[config.mk]
export PLATFORM = sky130hd
export DESIGN_NAME = eci_phase_div
export DESIGN_NICKNAME = d
export VERILOG_FILES = /design/src/rtl/eci_pkg.sv /design/src/rtl/eci_phase_div.sv
export SDC_FILE = /design/constraint.sdc
export NUM_CORES = 2
export LEC_CHECK = 0
export CAP_MARGIN = 0
export CORE_MARGIN = 10
export CORE_UTILIZATION = 36
export CTS_CLUSTER_SIZE = 10
export DETAILED_ROUTE_END_ITERATION = 8
export DONT_BUFFER_PORTS = 1
export HOLD_SLACK_MARGIN = 0.06
export PLACE_DENSITY = 0.59
export SLEW_MARGIN = 20
export SYNTH_ARGS = -nofsm -noshare
export SYNTH_HDL_FRONTEND = slang
export SYNTH_SLANG_ARGS = --single-unit
[constraint.sdc]
create_clock -name i_clk -period 10.7 [get_ports i_clk]
set_input_delay 1.07 -clock i_clk [delete_from_list [all_inputs] [get_ports i_clk]]
set_output_delay 1.07 -clock i_clk [all_outputs]
set_load 0.01 [all_outputs]
[src/rtl/eci_pkg.sv]
`timescale 1ns / 1ps
// ----------------------------------------------------------------------------
// eci_pkg
// Shared constants and types for the easing curve interpolator.
// ----------------------------------------------------------------------------
package eci_pkg;

    localparam int TIME_BITS = 32;
    localparam int PH_FRAC   = 16;
    localparam int PH_W      = PH_FRAC + 1;
    localparam int VAL_W     = 32;
    localparam int KIND_W    = 4;
    localparam int CFG_IDX_W = 2;

    localparam logic [PH_W-1:0] PH_ONE  = PH_W'(1) << PH_FRAC;
    localparam logic [PH_W-1:0] PH_HALF = PH_ONE >> 1;

    typedef enum logic [KIND_W-1:0] {
        K_LIN     = 4'd0,
        K_PULSE   = 4'd1,
        K_QIN     = 4'd2,
        K_QOUT    = 4'd3,
        K_QINOUT  = 4'd4,
        K_QOUTIN  = 4'd5,
        K_CIN     = 4'd6,
        K_COUT    = 4'd7,
        K_CINOUT  = 4'd8,
        K_COUTIN  = 4'd9
    } t_kind;

    typedef enum logic [2:0] {
        M_LIN,
        M_PULSE,
        M_IN,
        M_OUT,
        M_INOUT,
        M_OUTIN
    } t_mode;

    typedef enum logic [CFG_IDX_W-1:0] {
        CFG_KIND  = 2'd0,
        CFG_START = 2'd1,
        CFG_DIFF  = 2'd2,
        CFG_END   = 2'd3
    } t_cfg_idx;

    typedef struct packed {
        logic clamped;
        logic zero;
    } t_side;

endpackage

[src/rtl/eci_phase_div.sv]
`timescale 1ns / 1ps
// ----------------------------------------------------------------------------
// eci_phase_div
// Pipelined restoring divider: phase = floor(t * 2^PH_FRAC / d), t <= d.
// One quotient bit per stage, PH_FRAC + 1 stages.
// ----------------------------------------------------------------------------
module eci_phase_div import eci_pkg::*; (
    input  logic                 i_clk,
    input  logic                 i_rst_n,
    input  logic                 i_ce,
    input  logic                 i_valid,
    input  logic [TIME_BITS-1:0] i_time,
    input  logic [TIME_BITS-1:0] i_div,
    input  t_side                i_side,
    output logic                 o_valid,
    output logic [PH_W-1:0]      o_phase,
    output t_side                o_side
);

    logic [TIME_BITS-1:0] r_rem  [0:PH_FRAC];
    logic [PH_W-1:0]      r_quo  [0:PH_FRAC];
    logic                 r_vld  [0:PH_FRAC];
    t_side                r_side [0:PH_FRAC];

    logic n_ge0;
    assign n_ge0 = i_time >= i_div;

    always_ff @(posedge i_clk) begin
        if (!i_rst_n) begin
            r_vld[0] <= 1'b0;
        end else if (i_ce) begin
            r_vld[0] <= i_valid;
        end
    end

    always_ff @(posedge i_clk) begin
        if (i_ce) begin
            r_rem[0]  <= n_ge0 ? i_time - i_div : i_time;
            r_quo[0]  <= PH_W'(n_ge0);
            r_side[0] <= i_side;
        end
    end

    for (genvar g = 1; g <= PH_FRAC; g++) begin : g_step
        logic [TIME_BITS:0] n_shift;
        logic               n_ge;
        assign n_shift = {r_rem[g-1], 1'b0};
        assign n_ge    = n_shift >= {1'b0, i_div};

        always_ff @(posedge i_clk) begin
            if (!i_rst_n) begin
                r_vld[g] <= 1'b0;
            end else if (i_ce) begin
                r_vld[g] <= r_vld[g-1];
            end
        end

        always_ff @(posedge i_clk) begin
            if (i_ce) begin
                r_rem[g]  <= n_ge ? TIME_BITS'(n_shift - {1'b0, i_div})
                                  : n_shift[TIME_BITS-1:0];
                r_quo[g]  <= {r_quo[g-1][PH_W-2:0], n_ge};
                r_side[g] <= r_side[g-1];
            end
        end
    end

    assign o_valid = r_vld[PH_FRAC];
    assign o_phase = r_quo[PH_FRAC];
    assign o_side  = r_side[PH_FRAC];

endmodule
==> flow_metrics.py <==
metrics = {
    "logic_synthesis": {
        "synth_area_per_cell_sq_um": 10.1,
        "synth_flop_cell": "edfxtp_1",
        "synth_top_area_share_pct": 39.8,
        "synth_edf_count": 715,
        "async_flop_share_pct": 0,
        "ys_seq_area_share_pct": 39.8,
        "synth.largest_area_cell": "edfxtp_1",
        "synth_warnings": 0,
        "synthDistinctLibCells": 92,
        "netlist_instances": 5328,
        "synth.area.top_cells": "edfxtp_1 (40%), ha_1 (13%), a21oi_1 (5.1%), mux2_2 (4.4%), xnor2_1 (4.0%)",
        "synthesis.nets": 5957,
        "yosys_register_bits": 716,
        "syn_area_sq_mm": 0.0540,
    },
    "clock_network": {
        "clockRootBuffer": "clkbuf_16",
        "clock_path_buffers": 3,
        "cts_tree": "built",
        "cts_setup_buffers": 0,
        "clk_pin_slew_worst_paths_ns": 0.06,
        "clock-sinks": 716,
        "clk_latency_ns": 0.71,
        "cts_hold_buf": 0,
        "cts_resized": 0,
        "h-tree-depth": 3,
        "cts_made_buffers": 93,
    },
    "floorplan": {
        "coreArea_sq_mm": 0.149,
        "io_pins": 90,
        "die_h_microns": 407,
        "fp.dieArea_sq_mm": 0.166,
        "die_w_microns": 407,
        "initial_core_util_pct": 36.1,
        "num_rows": 142,
    },
    "critical_path": {
        "crit_path_end_kind": "flip-flop",
        "crit_slowest_cell": "a21oi_1",
        "crit_chain": "inv_1 > buf_4 > ha_1 > nor2b_1 > o31a_1 > or3_1 > a21oi_1 > a31oi_1 > a31oi_1 > o21a_1 > o21bai_1 > a21oi_1 > inv_2 > mux2_1",
        "critPathLaunch": "i_div[1]",
        "crit_buf_inv": 3,
        "crit_path_start_kind": "input pin",
        "path_max_fanout": 31,
        "reg2reg_from": "r_rem[0][384]$_SDFFCE_PN0P_",
        "criticalPathCategory": "input pin to flip-flop",
        "crit_path_max_incr_delay_ns": 0.53,
        "cp.required_ns": 11.14,
        "cp.arrival_ns": 5.53,
        "cpLargestDelayFamily": "compound AO/OA/AOI/OAI gates",
    },
    "finish": {
        "area_growth_pct": 9.25,
        "post-route-util_pct": 39.5,
        "final_layout_size_suffix_gt1_share_pct": 8.72,
        "fin_nets": 5924,
        "stdcell_count": 7372,
        "insertedDiodeCount": 0,
    },
    "sta": {
        "hold_viol": 0,
        "finalSetupTns_ns": 0,
        "fmax_mhz": 197,
        "skew_ns": 0.0339,
        "rsz0062_at_grt": "no",
        "final_max_slew_viol_count": 639,
        "fin_crit_ns": 5.09,
        "worstMarginPinSlew_ns": 2.79,
        "finalSetupViolations": 0,
        "fin_crit_sh_pct": 47.6,
        "relSlewSlack_pct": -86.1,
    },
    "placement": {
        "place_inst": 7215,
        "dp_hpwl_microns": 106000,
        "gp_congestion": 0.879,
        "port-buffer-count": 0,
    },
    "status": {
        "violations": "max-slew violations",
        "outcome": "complete, but fails checks",
    },
    "drt": {
        "antenna_left": 0,
        "routed_via_density": 5.58,
        "vias": 41100,
        "drc": 0,
        "drt_iter0_drc": 3462,
        "dr.pass1.iters": 6,
        "wl_per_cell_microns": 20.3,
        "drt-total-wl_microns": 149000,
    },
    "power": {
        "powerDensity_mw_per_mm2": 322,
        "vdd_drop_max_mv": 0.159,
        "total_power_mw": 19.0,
        "leakagePower_nw": 23.4,
    },
    "global_route": {
        "grt_overflow": 0,
        "grt_pass1_wl_microns": 228000,
        "grt_max_degree": 718,
        "grt_use_total_pct": 17.3,
        "antenna_found_initial": 4,
        "grt_pass1_vias": 39000,
    },
    "flow_run": {
        "drv_cap": 0,
    },
    "min_path": {
        "worstHoldStart": "r_quo[0][244]$_DFFE_PP_",
        "hp-class": "flip-flop to flip-flop",
    },
}
==> worst paths after layout <==
kind,cells after the start,endpoint,slack [ns]
worst max-delay path,14,r_rem[0][169]$_DFFE_PP_,5.61
worst max register to register,11,r_rem[0][418]$_DFFE_PP_,5.93
worst min register to register,0,r_quo[0][262]$_DFFE_PP_,0.40
worst min-delay path,0,r_quo[0][262]$_DFFE_PP_,0.40
==> synth_stat cells, drive strengths merged, types with 10 or more instances <==
master	n
a2111oi	10
a211o	27
a211oi	38
a21boi	17
a21o	253
a21oi	553
a221o	10
a221oi	12
a311oi	10
a31o	10
a31oi	60
and2	28
and3	61
and4	14
buf	60
clkbuf	118
edfxtp	715
fa	16
ha	543
inv	167
mux2	264
mux2i	19
nand2	386
nand2b	67
nand3	111
nand4	91
nor2	319
nor2b	84
nor3	61
nor4	29
o211ai	28
o21a	73
o21ai	377
o21bai	47
o22ai	10
o31a	17
o31ai	34
o41ai	14
or2	22
or3	19
xnor2	244
xor2	185
==> worst reg2reg max path, cell delays in order, from the launching register on <==
cell and delay (ns):
edfxtp_1 0.51, ha_1 0.37, nor2b_1 0.19, o31a_1 0.21, o41ai_2 0.12, a21oi_1 0.29
a311o_1 0.32, a221oi_2 0.11, o221a_2 0.26, nor4_1 0.73, or2_2 0.98, mux2_1 0.41
==> logic make-up after synthesis <==
kind of cell             after synthesis  share of synthesized area, %
AO/OA/AOI/OAI                       1675                          19.6
XOR/XNOR                             429                          6.96
adder cells (fa/ha/maj)              559                          13.2
buffers and inverters                345                          2.66
flip-flops                           716                          39.8
multiplexers                         283                          6.04
AND/OR/NAND/NOR                     1321                          11.8
==> layout by cell type, fill, tap and decap left out, types with 185 or more instances in the layout <==
cell type and count:
edfxtp_1 715, ha_1 543, xnor2_1 244, a21o_1 253, nand2_1 386, mux2_2 209
a21oi_1 551, nor2_1 319, o21ai_0 357, xor2_1 185
==> registers in the layout, indices dropped and copies added, names as in the netlist <==
name    cells
r_side     34
r_quo     153
r_vld      17
r_rem     512
==> per-stage QoR <==
step | worst slack [ns] | hold slack (ns) | instance area (sq um)
after detailed placement | 4.92 | 0.405 | 56200
after floorplan | 6.16 | 0.400 | 54000
final | 5.61 | 0.404 | 59000
after global placement | 4.94 | 0.402 | 56200
after CTS | 5.68 | 0.406 | 59000
after global routing | 5.52 | 0.419 | 59000
==> metal layers <==
| metal | share of wire (%) | vias to the layer above | track usage, % |
|---|---|---|---|
| met2 | 46 | 1085 | 28.3 |
| met3 | 5.8 | 281 | 3.38 |
| met5 | 0 | - | 0 |
| li1 | - | 20200 | - |
| met4 | 4.0 | 0 | 6.10 |
| met1 | 44 | 19600 | 22.5 |
==> where the power goes <==
group | internal, mW | switching, mW | total, mW
clock | 1.68 | 1.28 | 2.96
sequential | 4.82 | 0.753 | 5.58
combinational | 4.73 | 5.70 | 10.4
total | 11.2 | 7.73 | 19.0
==> area by class of cell <==
cell class / count / area (sq um)
repair buffers: 50 / 415
clock buffers: 111 / 2390
inverters: 167 / 627
clock inverters: 45 / 374
fillers: 14700 / 90400
well taps: 2016 / 2520
flip-flops and latches: 716 / 21500
multi-input cells: 4267 / 31200
Power figures use the tool's default switching activity.
